**src/rtl/assert_macros.svh**
```systemverilog
// Assertion macros shared by the decoder RTL.
// Included by the top level; no other dependencies.
`ifndef ASSERT_MACROS_SVH
`define ASSERT_MACROS_SVH
// Implication checked on every clock edge outside reset.
`define ASSERT_IMPL(label, clk, rst_n, cond) \
    label: assert property (@(posedge clk) disable iff (!rst_n) (cond)) \
        else $error("assertion failed");
// Plain condition checked on every clock edge, reset included.
`define ASSERT_ALWAYS(label, clk, cond) \
    label: assert property (@(posedge clk) (cond)) else $error("assertion failed");
`endif

```
**src/rtl/x86d_pkg.sv**
```systemverilog
// Package for the 8086 instruction decoder: mnemonic codes, status codes
// and the decoded result type. No dependencies.
package x86d_pkg;
    localparam int AddrW = 16;
    localparam int WinW  = 48;

    localparam logic [4:0] MN_UNKNOWN  = 5'd0;
    localparam logic [4:0] MN_ADD_RM   = 5'd1;
    localparam logic [4:0] MN_OR_RM    = 5'd2;
    localparam logic [4:0] MN_SBB_RM   = 5'd3;
    localparam logic [4:0] MN_AND_RM   = 5'd4;
    localparam logic [4:0] MN_XOR_RM   = 5'd5;
    localparam logic [4:0] MN_DEC      = 5'd6;
    localparam logic [4:0] MN_PUSH     = 5'd7;
    localparam logic [4:0] MN_POP      = 5'd8;
    localparam logic [4:0] MN_JNB      = 5'd9;
    localparam logic [4:0] MN_JE       = 5'd10;
    localparam logic [4:0] MN_JNE      = 5'd11;
    localparam logic [4:0] MN_JL       = 5'd12;
    localparam logic [4:0] MN_JNL      = 5'd13;
    localparam logic [4:0] MN_ADD_IMM  = 5'd14;
    localparam logic [4:0] MN_SUB_IMM  = 5'd15;
    localparam logic [4:0] MN_CMP_IMM  = 5'd16;
    localparam logic [4:0] MN_MOV_RM   = 5'd17;
    localparam logic [4:0] MN_LEA      = 5'd18;
    localparam logic [4:0] MN_MOV_IMM  = 5'd19;
    localparam logic [4:0] MN_RET      = 5'd20;
    localparam logic [4:0] MN_INT      = 5'd21;
    localparam logic [4:0] MN_SHL_1    = 5'd22;
    localparam logic [4:0] MN_SHL_CL   = 5'd23;
    localparam logic [4:0] MN_CALL     = 5'd24;
    localparam logic [4:0] MN_JMP      = 5'd25;
    localparam logic [4:0] MN_IN       = 5'd26;
    localparam logic [4:0] MN_HLT      = 5'd27;
    localparam logic [4:0] MN_TEST     = 5'd28;
    localparam logic [4:0] MN_NOT      = 5'd29;
    localparam logic [4:0] MN_NEG      = 5'd30;
    localparam logic [4:0] MN_CALL_IND = 5'd31;

    localparam logic [1:0] ST_OK        = 2'd0;
    localparam logic [1:0] ST_UNKNOWN   = 2'd1;
    localparam logic [1:0] ST_TRUNCATED = 2'd2;

    typedef struct packed {
        logic [4:0]  mnemonic;
        logic [2:0]  length;
        logic        wide;
        logic        direction;
        logic [1:0]  mode_field;
        logic [2:0]  reg_field;
        logic [2:0]  rm_field;
        logic [15:0] displacement;
        logic [15:0] immediate;
        logic [15:0] target;
        logic [1:0]  status;
    } t_result;

    function automatic logic [15:0] sext8(input logic [7:0] v);
        return {{8{v[7]}}, v};
    endfunction
endpackage

```
**src/rtl/x86d_core.sv**
```systemverilog
// Combinational decode of one 8086 instruction window.
// Depends on x86d_pkg.
module x86d_core import x86d_pkg::*; (
    input  logic [15:0] i_address,
    input  logic [47:0] i_window,
    input  logic [2:0]  i_available,
    output t_result     o_result
);
    logic [7:0]  b [0:7];
    logic [7:0]  op;
    logic [1:0]  md;
    logic [2:0]  rg;
    logic [2:0]  rmf;
    logic [15:0] ea_disp;
    logic [2:0]  ea_len;
    logic [2:0]  avail;
    logic [15:0] rel_ofs;
    logic [2:0]  rel_len;
    logic        is_rel;
    t_result     d;

    always_comb begin
        for (int i = 0; i < 6; i++) b[i] = i_window[8*i +: 8];
        b[6] = 8'h00;
        b[7] = 8'h00;
    end

    assign op  = b[0];
    assign md  = b[1][7:6];
    assign rg  = b[1][5:3];
    assign rmf = b[1][2:0];

    // Effective-address displacement and the length through it.
    always_comb begin
        if ((md == 2'b00 && rmf == 3'b110) || md == 2'b10) begin
            ea_disp = {b[3], b[2]};
            ea_len  = 3'd4;
        end else if (md == 2'b01) begin
            ea_disp = sext8(b[2]);
            ea_len  = 3'd3;
        end else begin
            ea_disp = 16'h0000;
            ea_len  = 3'd2;
        end
    end

    always_comb begin
        d          = '0;
        d.length   = 3'd1;
        is_rel     = 1'b0;
        rel_ofs    = 16'h0000;
        rel_len    = 3'd2;
        if (op <= 8'h03 || (op >= 8'h08 && op <= 8'h0B) || (op >= 8'h18 && op <= 8'h1B)
            || (op >= 8'h20 && op <= 8'h23) || (op >= 8'h30 && op <= 8'h33)
            || (op >= 8'h88 && op <= 8'h8B)) begin
            d.mode_field = md; d.reg_field = rg; d.rm_field = rmf;
            d.displacement = ea_disp; d.length = ea_len;
            d.wide = op[0]; d.direction = op[1];
            unique case (op[7:2])
                6'h00:   d.mnemonic = MN_ADD_RM;
                6'h02:   d.mnemonic = MN_OR_RM;
                6'h06:   d.mnemonic = MN_SBB_RM;
                6'h08:   d.mnemonic = MN_AND_RM;
                6'h0C:   d.mnemonic = MN_XOR_RM;
                default: d.mnemonic = MN_MOV_RM;
            endcase
        end else if (op[7:3] == 5'h09 || op[7:3] == 5'h0A || op[7:3] == 5'h0B) begin
            d.mnemonic  = (op[7:3] == 5'h09) ? MN_DEC : (op[7:3] == 5'h0A) ? MN_PUSH : MN_POP;
            d.reg_field = op[2:0];
            d.wide      = 1'b1;
        end else if (op == 8'h73 || op == 8'h74 || op == 8'h75 || op == 8'h7C || op == 8'h7D) begin
            unique case (op)
                8'h73:   d.mnemonic = MN_JNB;
                8'h74:   d.mnemonic = MN_JE;
                8'h75:   d.mnemonic = MN_JNE;
                8'h7C:   d.mnemonic = MN_JL;
                default: d.mnemonic = MN_JNL;
            endcase
            d.length = 3'd2;
            is_rel = 1'b1; rel_ofs = sext8(b[1]); rel_len = 3'd2;
        end else if (op >= 8'h80 && op <= 8'h83) begin
            d.mode_field = md; d.reg_field = rg; d.rm_field = rmf;
            d.displacement = ea_disp; d.wide = op[0];
            d.mnemonic = (rg == 3'd0) ? MN_ADD_IMM : (rg == 3'd5) ? MN_SUB_IMM
                       : (rg == 3'd7) ? MN_CMP_IMM : MN_UNKNOWN;
            if (op == 8'h81) begin
                d.immediate = {b[ea_len + 3'd1], b[ea_len]};
                d.length    = ea_len + 3'd2;
            end else begin
                d.immediate = (op == 8'h83) ? sext8(b[ea_len]) : {8'h00, b[ea_len]};
                d.length    = ea_len + 3'd1;
            end
        end else if (op == 8'h8D) begin
            d.mode_field = md; d.reg_field = rg; d.rm_field = rmf;
            d.displacement = ea_disp; d.length = ea_len;
            d.mnemonic = MN_LEA; d.wide = 1'b1; d.direction = 1'b1;
        end else if (op[7:4] == 4'hB) begin
            d.mnemonic  = MN_MOV_IMM;
            d.wide      = op[3];
            d.reg_field = op[2:0];
            d.immediate = op[3] ? {b[2], b[1]} : {8'h00, b[1]};
            d.length    = op[3] ? 3'd3 : 3'd2;
        end else if (op == 8'hC3) begin
            d.mnemonic = MN_RET;
        end else if (op == 8'hCC) begin
            d.mnemonic = MN_INT; d.immediate = 16'd3;
        end else if (op == 8'hCD) begin
            d.mnemonic = MN_INT; d.immediate = {8'h00, b[1]}; d.length = 3'd2;
        end else if (op >= 8'hD0 && op <= 8'hD3) begin
            d.mode_field = md; d.reg_field = rg; d.rm_field = rmf;
            d.displacement = ea_disp; d.length = ea_len; d.wide = op[0];
            d.mnemonic = (rg == 3'd4) ? (op[1] ? MN_SHL_CL : MN_SHL_1) : MN_UNKNOWN;
        end else if (op == 8'hE8 || op == 8'hE9) begin
            d.mnemonic = op[0] ? MN_JMP : MN_CALL;
            d.length = 3'd3;
            is_rel = 1'b1; rel_ofs = {b[2], b[1]}; rel_len = 3'd3;
        end else if (op == 8'hEB) begin
            d.mnemonic = MN_JMP; d.length = 3'd2;
            is_rel = 1'b1; rel_ofs = sext8(b[1]); rel_len = 3'd2;
        end else if (op == 8'hE4 || op == 8'hE5) begin
            d.mnemonic = MN_IN; d.wide = op[0];
            d.immediate = {8'h00, b[1]}; d.length = 3'd2;
        end else if (op == 8'hEC || op == 8'hED) begin
            d.mnemonic = MN_IN; d.wide = op[0];
        end else if (op == 8'hF4) begin
            d.mnemonic = MN_HLT;
        end else if (op == 8'hF6 || op == 8'hF7) begin
            d.mode_field = md; d.reg_field = rg; d.rm_field = rmf;
            d.displacement = ea_disp; d.length = ea_len; d.wide = op[0];
            if (rg == 3'd0) begin
                d.mnemonic  = MN_TEST;
                d.immediate = op[0] ? {b[ea_len + 3'd1], b[ea_len]} : {8'h00, b[ea_len]};
                d.length    = ea_len + 3'd1 + {2'b00, op[0]};
            end else begin
                d.mnemonic = (rg == 3'd2) ? MN_NOT : (rg == 3'd3) ? MN_NEG : MN_UNKNOWN;
            end
        end else if (op == 8'hFF) begin
            d.mode_field = md; d.reg_field = rg; d.rm_field = rmf;
            d.displacement = ea_disp; d.length = ea_len; d.wide = 1'b1;
            d.mnemonic = (rg == 3'd2) ? MN_CALL_IND : (rg == 3'd6) ? MN_PUSH : MN_UNKNOWN;
        end
        if (is_rel) d.target = i_address + {13'd0, rel_len} + rel_ofs;
    end

    assign avail = (i_available == 3'd7) ? 3'd6 : i_available;

    always_comb begin
        o_result = d;
        if (d.mnemonic == MN_UNKNOWN) begin
            o_result        = '0;
            o_result.length = 3'd1;
            o_result.status = ST_UNKNOWN;
        end else if (d.length > avail) begin
            o_result.status = ST_TRUNCATED;
        end
    end
endmodule

```
**src/rtl/x86d_skid.sv**
```systemverilog
// Two-entry output buffer that decouples the decoder from a stalling sink.
// Depends on x86d_pkg.
module x86d_skid import x86d_pkg::*; (
    input  logic    i_clk,
    input  logic    i_rst_n,
    input  logic    i_valid,
    output logic    o_ready,
    input  t_result i_data,
    output logic    o_valid,
    input  logic    i_ready,
    output t_result o_data
);
    logic    r_valid, r_skid_valid;
    t_result r_data, r_skid;

    assign o_ready = !r_skid_valid;
    assign o_valid = r_valid;
    assign o_data  = r_data;

    // While the skid entry is full the input is not taken; the entry drains
    // into the output register first.
    always_ff @(posedge i_clk) begin
        if (!i_rst_n) begin
            r_valid      <= 1'b0;
            r_skid_valid <= 1'b0;
        end else begin
            if (!r_valid || i_ready) begin
                if (r_skid_valid) begin
                    r_valid      <= 1'b1;
                    r_skid_valid <= 1'b0;
                end else begin
                    r_valid <= i_valid;
                end
            end else if (i_valid) begin
                r_skid_valid <= 1'b1;
            end
        end
    end

    always_ff @(posedge i_clk) begin
        if (!r_valid || i_ready) begin
            r_data <= r_skid_valid ? r_skid : i_data;
        end else if (i_valid && !r_skid_valid) begin
            r_skid <= i_data;
        end
    end
endmodule

```
**src/rtl/x86_16_instruction_decoder.sv**
```systemverilog
// Top level of the 8086 instruction pre-decoder: input register, decode
// logic and output buffer. Depends on x86d_pkg, x86d_core, x86d_skid.
//
// Usage: the slave channel carries one word per instruction: the address,
// a six-byte window (first byte lowest) and the count of valid bytes.
// The master channel returns one decoded word per input word, in order.
// Each input word is latched into an input register, decoded by one pass
// of combinational logic, and written into a two-entry output buffer.
// The word passes through the input register and the buffer's output register before m_axis_tvalid.
// Throughput is one word per cycle while the sink keeps tready high; the
// output buffer lets the block keep accepting while a result waits.
// When the sink stalls, the buffer fills and s_axis_tready falls after at
// most two more words; nothing is lost or repeated.
// Synchronous reset empties the input register and the buffer; there is
// no other state, so the first word may arrive right after reset.
// Status codes: 0 ok, 1 unknown form, 2 truncated.
`include "assert_macros.svh"
module x86_16_instruction_decoder import x86d_pkg::*; (
    input  logic        i_clk,
    input  logic        i_rst_n,
    input  logic        s_axis_tvalid,
    output logic        s_axis_tready,
    // address[15:0], window[63:16], available[66:64], zeros to bit 71
    input  logic [71:0] s_axis_tdata,
    output logic        m_axis_tvalid,
    input  logic        m_axis_tready,
    // mnemonic[4:0], length[7:5], wide[8], direction[9], mode_field[11:10],
    // reg_field[14:12], rm_field[17:15], displacement[33:18],
    // immediate[49:34], target[65:50], status[67:66], zeros to bit 71
    output logic [71:0] m_axis_tdata
);
    logic        r_in_valid;
    logic [15:0] r_address;
    logic [47:0] r_window;
    logic [2:0]  r_available;
    logic        buf_ready;
    t_result     dec, out;

    // The input register advances whenever the buffer can take its word or the register is empty.
    assign s_axis_tready = buf_ready || !r_in_valid;

    always_ff @(posedge i_clk) begin
        if (!i_rst_n) begin
            r_in_valid <= 1'b0;
        end else if (s_axis_tready) begin
            r_in_valid <= s_axis_tvalid;
        end
    end

    always_ff @(posedge i_clk) begin
        if (s_axis_tready) begin
            r_address   <= s_axis_tdata[15:0];
            r_window    <= s_axis_tdata[63:16];
            r_available <= s_axis_tdata[66:64];
        end
    end

    x86d_core u_core (
        .i_address   (r_address),
        .i_window    (r_window),
        .i_available (r_available),
        .o_result    (dec)
    );

    x86d_skid u_skid (
        .i_clk   (i_clk),
        .i_rst_n (i_rst_n),
        .i_valid (r_in_valid),
        .o_ready (buf_ready),
        .i_data  (dec),
        .o_valid (m_axis_tvalid),
        .i_ready (m_axis_tready),
        .o_data  (out)
    );

    assign m_axis_tdata = {4'h0, out.status, out.target, out.immediate, out.displacement,
                           out.rm_field, out.reg_field, out.mode_field, out.direction,
                           out.wide, out.length, out.mnemonic};

    `ASSERT_IMPL(a_len_range, i_clk, i_rst_n,
        !m_axis_tvalid || (out.length >= 3'd1 && out.length <= 3'd6))
    `ASSERT_IMPL(a_unknown_len, i_clk, i_rst_n,
        !m_axis_tvalid || out.status != ST_UNKNOWN
        || (out.length == 3'd1 && out.mnemonic == MN_UNKNOWN))
    `ASSERT_IMPL(a_out_hold, i_clk, i_rst_n,
        (m_axis_tvalid && !m_axis_tready) |=> m_axis_tvalid)
endmodule

```
**config.mk**
```make
export PLATFORM = sky130hd
export DESIGN_NAME = x86_16_instruction_decoder
export DESIGN_NICKNAME = d
export VERILOG_FILES = /design/src/rtl/x86d_pkg.sv /design/src/rtl/x86d_core.sv /design/src/rtl/x86d_skid.sv /design/src/rtl/x86_16_instruction_decoder.sv
export VERILOG_INCLUDE_DIRS = /design/src /design/src/rtl
export SDC_FILE = /design/constraint.sdc
export NUM_CORES = 1
export LEC_CHECK = 0
export BUFFER_PORTS_ARGS = -buffer_cell sky130_fd_sc_hd__buf_2
export CORE_ASPECT_RATIO = 0.9
export CORE_UTILIZATION = 30
export CTS_CLUSTER_DIAMETER = 120
export DETAILED_ROUTE_END_ITERATION = 10
export PLACE_DENSITY = 0.5
export SYNTH_ARGS = -nofsm -noshare
export SYNTH_HDL_FRONTEND = slang
export SYNTH_SLANG_ARGS = --single-unit
```
**constraint.sdc**
```tcl
create_clock -name i_clk -period 18.3 [get_ports i_clk]
set_input_delay 0.915 -clock i_clk [delete_from_list [all_inputs] [get_ports i_clk]]
set_output_delay 0.915 -clock i_clk [all_outputs]
set_load 0.005 [all_outputs]
```
# ---- Word-level counts from Yosys, hierarchy flattened
# Index checks and enable logic that the tools add are counted.
dict set report word_totals {
  register_bits 206
  out_inout_bits 74
  word_cells 287
}
dict set report classes {
  addsub 5
  order_cmp 18
  eq_ne 40
  muxes 156
  bitwise 4
  n_reduce_logical 36
}
# operator count
set ops {}
lappend ops {{16-bit 2-to-1 mux} 28}
lappend ops {{40-bit 2-to-1 mux} 6}
lappend ops {{9-bit 2-to-1 mux} 22}
lappend ops {{24-bit 2-to-1 mux} 7}
lappend ops {{8-bit equality test, second input constant} 17}
lappend ops {{5-bit 2-to-1 mux} 14}
lappend ops {{68-bit 2-to-1 mux} 1}
lappend ops {{66-bit 2-to-1 mux} 1}
lappend ops {{8-bit 2-to-1 mux} 8}
lappend ops {{3-bit 2-to-1 mux} 20}
lappend ops {{4-bit 2-to-1 mux} 13}
lappend ops {{8-bit binary-select mux with 3-bit select} 2}
lappend ops {{42-bit 2-to-1 mux} 1}
lappend ops {{8-bit by 7-bit equality test with 1-bit output, second input constant} 5}
lappend ops {{35-bit 2-to-1 mux} 1}
lappend ops {{34-bit 2-to-1 mux} 1}
lappend ops {{1-bit 2-to-1 mux} 25}
lappend ops {{5-bit case mux with 5 select lines} 1}
lappend ops {{8-bit greater-or-equal comparator, second input constant} 3}
lappend ops {{8-bit less-or-equal comparator, second input constant} 3}
lappend ops {{19-bit 2-to-1 mux} 1}
lappend ops {{3-bit equality test, second input constant} 6}
lappend ops {{1-bit logical OR} 18}
lappend ops {{16-bit adder} 1}
lappend ops {{other kinds (33)} 54}

# ---- Logic depth before layout (Yosys ltp)
# Gate-level depths: netlist of run 1.
dict set report logic_depth {
  word_depth 51
  depth_mapped 18
  depth_no_buf 16
}

# ---- Cells and area by module
# Synthesis of run 1 repeated with hierarchy kept, for this count alone.
dict set report hier_totals {
  cells_unflattened 857
  area_unflattened_um2 10951.8
}
# module n_inst cells_each area_per_inst_um2 seq_area_each_um2
set modules_own_cells {}
lappend modules_own_cells {x86d_skid 1 220 5336.4 4124.0}
lappend modules_own_cells {x86d_core 1 561 3520.9 0.0}
lappend modules_own_cells {x86_16_instruction_decoder 1 76 2094.5 2031.9}

# ---- Least setup slack after synthesis of run 1
# Ideal clock, no wire load.
dict set report synth_timing {
  path_type {input -> register}
  startpoint {input m_axis_tready}
  endpoint {register u_skid.r_skid[0] in the netlist's numbering, enable pin}
  setup_ns 0.592
  t_arrival_ns 7.688
  required_ns 17.708
  slack_ns 10.020
  path_stages 2
  path_cell_list {nand2b_1 > nor3b_1}
}
dict set report synth_between {
  elab_chain_len 3
}
# item line
set synth_lines {}
lappend synth_lines {{start, declared} x86_16_instruction_decoder.sv:26} ;# input logic m_axis_tready,
lappend synth_lines {{1-bit logical OR} x86d_skid.sv:41} ;# if (!r_valid || i_ready) begin
lappend synth_lines {{1-bit inverter (no line)} -}
lappend synth_lines {{2-bit AND reduction (no line)} -}
lappend synth_lines {{end signal, assigned} x86d_skid.sv:44} ;# r_skid <= i_data;
lappend synth_lines {{end, declared} x86d_skid.sv:14} ;# t_result r_data, r_skid;
# Every way passes these cells.
# A chain may end at the register's enable or synchronous reset.

# ---- Worst setup path after layout of run 1
dict set report layout_timing {
  startpoint {register r_window[4]}
  endpoint {register u_skid.r_data, in the netlist u_skid.o_data[13] (data pin)}
}
dict set report layout_between {
  elab_chain_len 36
  word_cells_on_any_way 143
  cone_classes {2 x add/sub; 15 x order compare; 28 x eq/ne; 74 x mux; 24 x reduce/logical}
}
# item line
set layout_lines {}
lappend layout_lines {{start, declared} x86_16_instruction_decoder.sv:34} ;# logic [47:0] r_window;
lappend layout_lines {{start signal, assigned} x86_16_instruction_decoder.sv:53} ;# r_window <= s_axis_tdata[63:16];
lappend layout_lines {{8-bit equality test (on tied branches)} {x86d_core.sv:137, x86d_core.sv:127}}
lappend layout_lines {{9-bit 2-to-1 mux or 1-bit logical OR (tied branches)} {x86d_core.sv:137, x86d_core.sv:127}}
lappend layout_lines {{9-bit 2-to-1 mux} x86d_core.sv:127} ;# end else if (op == 8'hF6 || op == 8'hF7) begin
lappend layout_lines {{9-bit 2-to-1 mux (6 in a row)} -}
lappend layout_lines {{9-bit 2-to-1 mux} x86d_core.sv:107} ;# end else if (op == 8'hCD) begin
lappend layout_lines {{9-bit 2-to-1 mux} x86d_core.sv:105} ;# end else if (op == 8'hCC) begin
lappend layout_lines {{9-bit 2-to-1 mux} x86d_core.sv:103} ;# end else if (op == 8'hC3) begin
lappend layout_lines {{9-bit 2-to-1 mux} x86d_core.sv:97} ;# end else if (op[7:4] == 4'hB) begin
lappend layout_lines {{(+15 left out)} -}
lappend layout_lines {{9-bit 2-to-1 mux} x86d_core.sv:93} ;# end else if (op == 8'h8D) begin
lappend layout_lines {{9-bit 2-to-1 mux} x86d_core.sv:81} ;# end else if (op >= 8'h80 && op <= 8'h83) begin
lappend layout_lines {{8-bit 2-to-1 mux} x86d_core.sv:71} ;# end else if (op == 8'h73 || op == 8'h74 || op == 8'h75 || op == 8'h7C || op == 8'h7D) begin
lappend layout_lines {{5-bit 2-to-1 mux} x86d_core.sv:67} ;# end else if (op[7:3] == 5'h09 || op[7:3] == 5'h0A || op[7:3] == 5'h0B) begin
lappend layout_lines {{34-bit 2-to-1 mux} x86d_core.sv:53} ;# if (op <= 8'h03 || (op >= 8'h08 && op <= 8'h0B) || (op >= 8'h18 && op <= 8'h1B)
lappend layout_lines {{5-bit logical NOT} x86d_core.sv:149} ;# if (d.mnemonic == MN_UNKNOWN) begin
lappend layout_lines {{66-bit 2-to-1 mux (*)} x86d_core.sv:149}
lappend layout_lines {{68-bit 2-to-1 mux (*)} x86d_skid.sv:42} ;# r_data <= r_skid_valid ? r_skid : i_data;
lappend layout_lines {{end signal, assigned} x86d_skid.sv:42}
lappend layout_lines {{end, declared} x86d_skid.sv:14}
# Mark *: on every way between the ends. The rest lies on a longest branch, timed or not. The select of a mux whose other input is x is not followed.

==> results of run 1 <==
[state kept, by name (all words and copies together), names as in the netlist]
| signal | count |
|---|---|
| r_window | 48 |
| r_in_valid | 1 |
| u_skid.o_data | 68 |
| u_skid.o_valid | 1 |
| u_skid.r_skid_valid | 1 |
| r_available | 3 |
| u_skid.r_skid | 68 |
| r_address | 16 |
[stage by stage]
step	instances	setup slack [ns]	util, %
floorplan	964	10.02	-
global placement	1517	13.54	33.9
detailed placement	1517	13.54	33.9
CTS	1555	13.52	35.9
global route	1555	13.13	35.9
finish	1555	13.49	35.9
[cells by family (layout without fill, tap and decap cells)]
group	after synthesis	count (layout)
AND/OR/NAND/NOR	341	341
AO/OA/AOI/OAI	246	246
flip-flops	206	206
buffers and inverters	91	213
adder cells (fa/ha/maj)	36	36
multiplexers	25	25
XOR/XNOR	15	15
other	1	4
[synth_stat cells (12+ instances only)]
cell	count	area share [%]
sky130_fd_sc_hd__edfxtp_1	203	56
sky130_fd_sc_hd__nand2_1	93	3.2
sky130_fd_sc_hd__nor2_1	77	2.6
sky130_fd_sc_hd__o21ai_0	52	2.4
sky130_fd_sc_hd__a21oi_1	47	2.2
sky130_fd_sc_hd__clkbuf_1	40	1.4
sky130_fd_sc_hd__and2_1	36	2.1
sky130_fd_sc_hd__ha_1	33	3.8
sky130_fd_sc_hd__nor3_1	33	1.5
sky130_fd_sc_hd__o31ai_1	19	1.3
sky130_fd_sc_hd__o41ai_1	18	1.4
sky130_fd_sc_hd__inv_1	15	0.51
sky130_fd_sc_hd__nand2b_1	15	0.86
sky130_fd_sc_hd__and3_1	13	0.74
sky130_fd_sc_hd__mux2_2	13	1.3
sky130_fd_sc_hd__nor3b_1	13	0.89
sky130_fd_sc_hd__mux2i_1	12	1.1
sky130_fd_sc_hd__o211ai_1	12	0.82
[critical path: cells and delay by family (launching register included)]
| family | cells | cell delay [ns] |
|---|---|---|
| fa+ha+maj | 3 | 1.05 |
| simple gates | 3 | 1.01 |
| xor+xnor | 1 | 0.24 |
| flops | 1 | 0.88 |
| compound gates | 7 | 1.33 |
[cell type report]
type	instances	area, µm²
repair buffers	155	813
clock buffers	28	616
multi-input cells	667	4380
fillers	3589	22700
inverters	20	76.3
clock inverters	10	87.6
flip-flops and latches	206	6160
well taps	469	587
[where the power goes]
group          leakage, nW  internal [mW]  switching [mW]
logic                 2.58         0.0407          0.0718
clock network        0.340          0.253           0.193
registers             2.27          0.538          0.0179
[metal layers]
layer	track usage (%)	up-vias	share of wire, %
li1	-	3877	-
met1	26.2	3912	50
met2	24.5	219	42
met3	3.02	39	5.5
met4	3.79	0	1.8
met5	0	-	0
[path summary, 6_finish.rpt]
path / startpoint / endpoint / slack (ns) / cells after the start
hold / removal: u_skid.r_skid[13] / u_skid.o_data[13] / 0.52 / 2
setup reg to reg: r_window[4] / u_skid.o_data[13] / 13.49 / 14
setup / recovery: r_window[4] / u_skid.o_data[13] / 13.49 / 14
hold reg to reg: u_skid.r_skid[13] / u_skid.o_data[13] / 0.52 / 2
==> results summary, run 1 <==
The largest net degree at the start of global routing is just over 70. The total iterations of the first detailed-routing run came out at 5. In this run the core area contains 65 standard-cell rows. The floorplan die width is roughly 200 µm. The area of the placeable core is 0.0355 mm². For the final routed database, the setup TNS stands at 0 ns. The slowest cell on the critical path is sky130_fd_sc_hd__edfxtp_1. The power per cell area came out at 87.6 mW/mm². Based on the critical path, the design can be clocked at up to 208 MHz.

The antenna cell count is 0. The cell area after technology mapping is 0.0109 mm². In this run the worst path has a maximum fanout of 24.

The number of design-rule violations left by the first detailed-router iteration came out at 662. The detailed placer's ending HPWL came out at 22100 µm. The fraction of layout instances using a drive strength above 1 came out at 20.3%.

The clock edge transition at the registers on the reported setup and hold paths is 0.05 ns. Counting flops and latches in the post-synthesis netlist gives between 200 and 250. The worst setup path is captured at a flop. The number of setup buffers added after CTS came out at 0. The total DRC errors in the routed layout came out at 0. The number of sinks handled by clock tree synthesis is approximately 210.

In this run the clock root is driven by a sky130_fd_sc_hd__clkbuf_16. Yosys mapped a number of flops with a built-in enable equal to between 200 and 250. The post-synthesis simple-gate area fraction came out at 16.3%. The I/O pin count is 150.

The first-pass GRT wire length is 47800 µm. Clock latency on the worst-skew pair, taken at its later pin, is 0.55 ns. The via count of the first global-routing pass came out at approximately 7500. The total count of max-transition violations in the final report was 0. The worst min-delay path class is flop to flop. CTS built an H-tree with a depth of 1. The remaining number of nets flagged by the antenna check after routing is 0.

The worst endpoint data arrival time is 5.07 ns. The total grt overflow came out at 0. The global router's overall resource usage is 17.0%.

The sequential area share after synthesis came out at 56.3%. The run finished with clean final reports. The average cell area after synthesis came out at 11.4 µm². The setup skew after layout is 0.0185 ns. The count of distinct cell types in the synthesized netlist came out at 84. Total power for the finished layout comes to 1.11 mW. Synthesis handed over a netlist of between 900 and 1000 instances. The final routed wire length divided by cell count came out at a little over 20 µm.

The top cell types in the final layout, fill and taps aside, are 203 x sky130_fd_sc_hd__edfxtp_1, 140 x sky130_fd_sc_hd__buf_2, 92 x sky130_fd_sc_hd__nand2_1, 77 x sky130_fd_sc_hd__nor2_1, 52 x sky130_fd_sc_hd__o21ai_0. The worst hold-check slack is 0.523 ns. The post-cts resize count came out at 0.

The final worst-path cycle share came out at 26.3%. The synthesized-area fraction occupied by adder cells is 4.23%. The most common cell after layout, fill and taps aside is sky130_fd_sc_hd__edfxtp_1. The XOR/XNOR share of the synthesized area is about 1.2%. The area of placed instances came out at 0.0120 mm². The multiplexer fraction of the synthesized cell area came out at 2.44%. The critical path goes through and4b_1 -> o211ai_1 -> nand2_1 -> and2_1 -> fa_1 -> ha_1 -> fa_1 -> a211oi_1 -> o21ai_0 -> a31oi_1 -> o21bai_1 -> a21oi_1 -> xor2_1 -> o31ai_1. The async set-or-reset flop fraction in the synthesized netlist is 0%. The net count reported at finish is 1185. The total of endpoints with negative setup slack in the final report came out at 0. The clock period could shrink to 4.81 ns. In this design, the critical path's most frequently occurring cell is sky130_fd_sc_hd__fa_1. After clock tree synthesis, the flow added hold-fix buffers numbering 0. The longest individual stage delay on the worst path is slightly below 0.9 ns. The synthesis warning total is 0. The transition time at the pin with the least slew margin is 1.01 ns. Once the floorplan was initialized, standard cells occupied between 30 and 40% of the core. The last weighted congestion value of the routability-driven placer is 0.883.

STA classifies the critical path startpoint as a flop. Max-cap violations in this run came to 0. The via-per-instance ratio is 5.17. The clock passes through at most 3 buffers. The number of antenna violations at the first check in global routing is 0. The final-report hold violation count came out at 0.

The maximum ir drop on the vdd rail came out at 0.0648 mV. The category of the most critical setup path is flop to flop. Summing the areas of all compound-gate instances in the mapped netlist gives 15.6% of the synthesized area. The data required time of the worst path is 18.56 ns. The area growth from synthesis to layout is 16.3%.

The worst-case headroom to the max-slew limit came out at 32.6%. The die height is approximately 180 µm. The clock tree from TritonCTS is yes. The number of port buffers came out at 140. Setup repair after global routing left no endpoint under its margin. The final design instance area without fill is 0.0127 mm².

The detailed router placed a little over 8000 vias in this run. The number of buffers created by CTS came out at 24. The total detailed-routing wirelength is around 32000 µm. The most frequently used flop master after synthesis is sky130_fd_sc_hd__edfxtp_1. For this design the static power due to leakage is ~5.2 nW.

After synthesis, the largest family of logic cells by area is simple AND/OR/NAND/NOR gates. The full die area is 0.0372 mm².
No activity file was read; power rests on OpenSTA's default activity.
==> run 2, diff against run 1 <==
- clock period: 18.3 -> 4.7 ns (I/O delays scaled with it)
==> run 2 against run 1 <==
Net effect: combinational power increased to 4.7 times the previous value; routed wire length increased by 2.6%; flip-flop and latch count unchanged; core utilization rose by 2.9 points; register-to-register slack got worse by 13 ns; non-clock buffer count up 103; die area is the same; critical path depth up 2; power grew to 4.0 times the previous value; sequential power rose to 3.9 times the previous value; critical path type unchanged; largest cell class unchanged; highest routed layer unchanged.
==> results summary, run 2 (synthesized netlist as in run 1, its figures left out) <==
The power consumption came out at approximately 4.5 mW. The last weighted congestion value of the routability-driven placer is 0.889. The library cell used most frequently in the layout, excluding fill and tap cells, is sky130_fd_sc_hd__edfxtp_1. The area of placed instances came out at 0.0123 mm².

In this run the worst path has a maximum fanout of 14. The worst setup path is captured at a flop. The fraction of layout instances using a drive strength above 1 came out at ~21%. The number of design-rule violations left by the first detailed-router iteration is a little over 700. The number of setup buffers added after CTS came out at 0. During I/O placement, the number of pins put on the boundary was 150.

The flow ran to the end, and the final reports show no timing, DRC or antenna violations. The via count of the first global-routing pass is 8001. Summed over all cells, the static leakage comes to about 5.7 nW. The worst min-delay path class is input port to flop.

The setup total negative slack came out at 0 ns. Hold repair after CTS inserted 70 buffers. Compared with the post-synthesis result, the final layout area differs by 25.5%. After clock tree synthesis, the clock-pin slew on the worst setup and hold paths is roughly 0.06 ns. The insertion delay of the later-clocked pin in the worst-skew pair came out at approximately 0.55 ns. The effective utilization at floorplan came out at roughly 31%.

In this run the number of H-tree levels came out at 1. The clock tree from TritonCTS is yes. The detailed placer's ending HPWL came out at 23100 µm. The final worst-path cycle share came out at 89.9%. The largest net degree at the start of global routing came out at 71. Setup violations remaining at the end of the flow were counted as 0.

The die height came out at 183 µm. The setup skew after layout came out at between 0.01 and 0.015 ns. The global router's overall resource usage came out at 17.6%.

The number of antenna violations at the first check in global routing came out at 1. In the layout the commonest cells are 203 x sky130_fd_sc_hd__edfxtp_1, 140 x sky130_fd_sc_hd__buf_2, 92 x sky130_fd_sc_hd__nand2_1, 77 x sky130_fd_sc_hd__nor2_1, 70 x sky130_fd_sc_hd__dlygate4sd3_1. The total count of max-transition violations in the final report came out at 0. The final instance count without filler cells is 1663.

The final routed wire length divided by cell count came out at 19.9 µm. In this run the remaining antenna-violating nets after routing total 0. The total detailed-routing wirelength is between 30000 and 40000 µm.

The final design instance area without fill came out at 0.0137 mm². In this run the horizontal extent of the chip is between 200 and 250 µm. The antenna cell count is 0. The number of standard-cell rows in the floorplan came out at 65. The clock root buffer master is sky130_fd_sc_hd__clkbuf_16.

In this run the power density over the cells is 326 mW/mm². The via-per-instance ratio came out at 5.12. For this run the aggregate overflow at the end of global routing stands at 0.

The maximum buffer depth of the clock tree came out at 3. The number of buffers created by CTS is 24. The core region is 0.0355 mm².

Setup repair after global routing left no endpoint under its margin. The cell count after placement came out at 1550. Port buffering added 140 buffers.

The category of the most critical setup path is flop to flop. The data required time of the worst path is 4.99 ns. The worst endpoint data arrival time is 4.52 ns.

Max-cap violations in this run came to 0. The total iterations of the first detailed-routing run is 6. The worst setup path is launched from a flop. The first global-routing pass estimated 49800 µm of wire. The number of vias in the routed layout came out at 8516. The final-report hold violation count came out at 0. Headroom to the max-slew limit came out at between 20 and 30%. Subtracting the final worst setup slack from the clock period gives 4.23 ns. Counting every sink on the clock net gives 206. The total DRC errors in the routed layout came out at 0.

The net count reported at finish came out at 1288. The transition time at the pin with the least slew margin came out at 1.06 ns. Across the VDD grid, the largest voltage drop is 0.228 mV. The floorplan step defined a die boundary enclosing 0.0372 mm². For this run, the top clock speed supported by timing is ~240 MHz. The post-cts resize count is 0. The worst hold-check slack is 0.395 ns.
-- run 2: cell count changes in the layout (fill, tap and decap cells not counted) --
| cell | before | now |
|---|---|---|
| sky130_fd_sc_hd__buf_12 | 0 | 1 |
| sky130_fd_sc_hd__buf_4 | 15 | 47 |
| sky130_fd_sc_hd__bufinv_16 | 1 | 2 |
| sky130_fd_sc_hd__clkbuf_1 | 4 | 5 |
| sky130_fd_sc_hd__clkinv_1 | 6 | 8 |
| sky130_fd_sc_hd__clkinv_2 | 3 | 4 |
| sky130_fd_sc_hd__dlygate4sd3_1 | 0 | 70 |
| sky130_fd_sc_hd__nor3b_2 | 1 | 0 |
| sky130_fd_sc_hd__nor3b_4 | 0 | 1 |
-- run 2: per-stage QoR --
stage | setup slack (ns) | utilization [%]
after floorplan | 0.243 | -
after global placement | 0.558 | 34.6
after detailed placement | 0.516 | 34.6
after CTS | 0.478 | 38.7
after global routing | 0.0692 | 38.7
final | 0.473 | 38.7
-- run 2: layout make-up --
| cell class | instances | area [µm²] |
|---|---|---|
| Sequential cell | 206 | 6160 |
| Timing Repair Buffer | 258 | 1770 |
| Tap cell | 469 | 587 |
| Inverter | 20 | 76.3 |
| Clock inverter | 14 | 130 |
| Fill cell | 3552 | 21700 |
| Multi-Input combinational cell | 667 | 4390 |
| Clock buffer | 29 | 619 |
-- run 2: metal layers --
layer / routed length, µm / vias to the layer above / GRT usage [%]
met3: 2030 / 47 / 2.77
met1: 16300 / 4083 / 26.6
li1: - / 4093 / -
met5: 0 / - / 0
met4: 891 / 0 / 4.99
met2: 13900 / 293 / 25.8
-- run 2: power breakdown --
group	internal [mW]	leakage, nW	switching [mW]
Sequential	2.10	2.27	0.0594
Clock	1.05	0.363	0.752
Combinational	0.223	3.04	0.306
-- run 2: worst paths after layout --
kind                     start                end  slack [ns]  cells past startpoint
max                r_window[6]  u_skid.o_data[14]        0.47                     16
min           s_axis_tdata[26]       r_window[10]        0.39                      2
max reg2reg        r_window[6]  u_skid.o_data[14]        0.47                     16
min reg2reg  u_skid.r_skid[62]  u_skid.o_data[62]        0.52                      2
-- run 2: worst max-delay path, stage by stage, from the launching register on --
cell	delay (ns)
sky130_fd_sc_hd__edfxtp_1	0.58
sky130_fd_sc_hd__and4b_1	0.29
sky130_fd_sc_hd__buf_4	0.16
sky130_fd_sc_hd__nand3_1	0.09
sky130_fd_sc_hd__inv_1	0.08
sky130_fd_sc_hd__o21ai_0	0.56
sky130_fd_sc_hd__o21ai_0	0.18
sky130_fd_sc_hd__and2_1	0.19
sky130_fd_sc_hd__ha_1	0.28
sky130_fd_sc_hd__ha_1	0.35
sky130_fd_sc_hd__a21o_1	0.18
sky130_fd_sc_hd__a21o_1	0.18
sky130_fd_sc_hd__a21oi_1	0.16
sky130_fd_sc_hd__o31a_1	0.20
sky130_fd_sc_hd__xor2_1	0.15
sky130_fd_sc_hd__nor2_1	0.07
sky130_fd_sc_hd__mux2_2	0.27
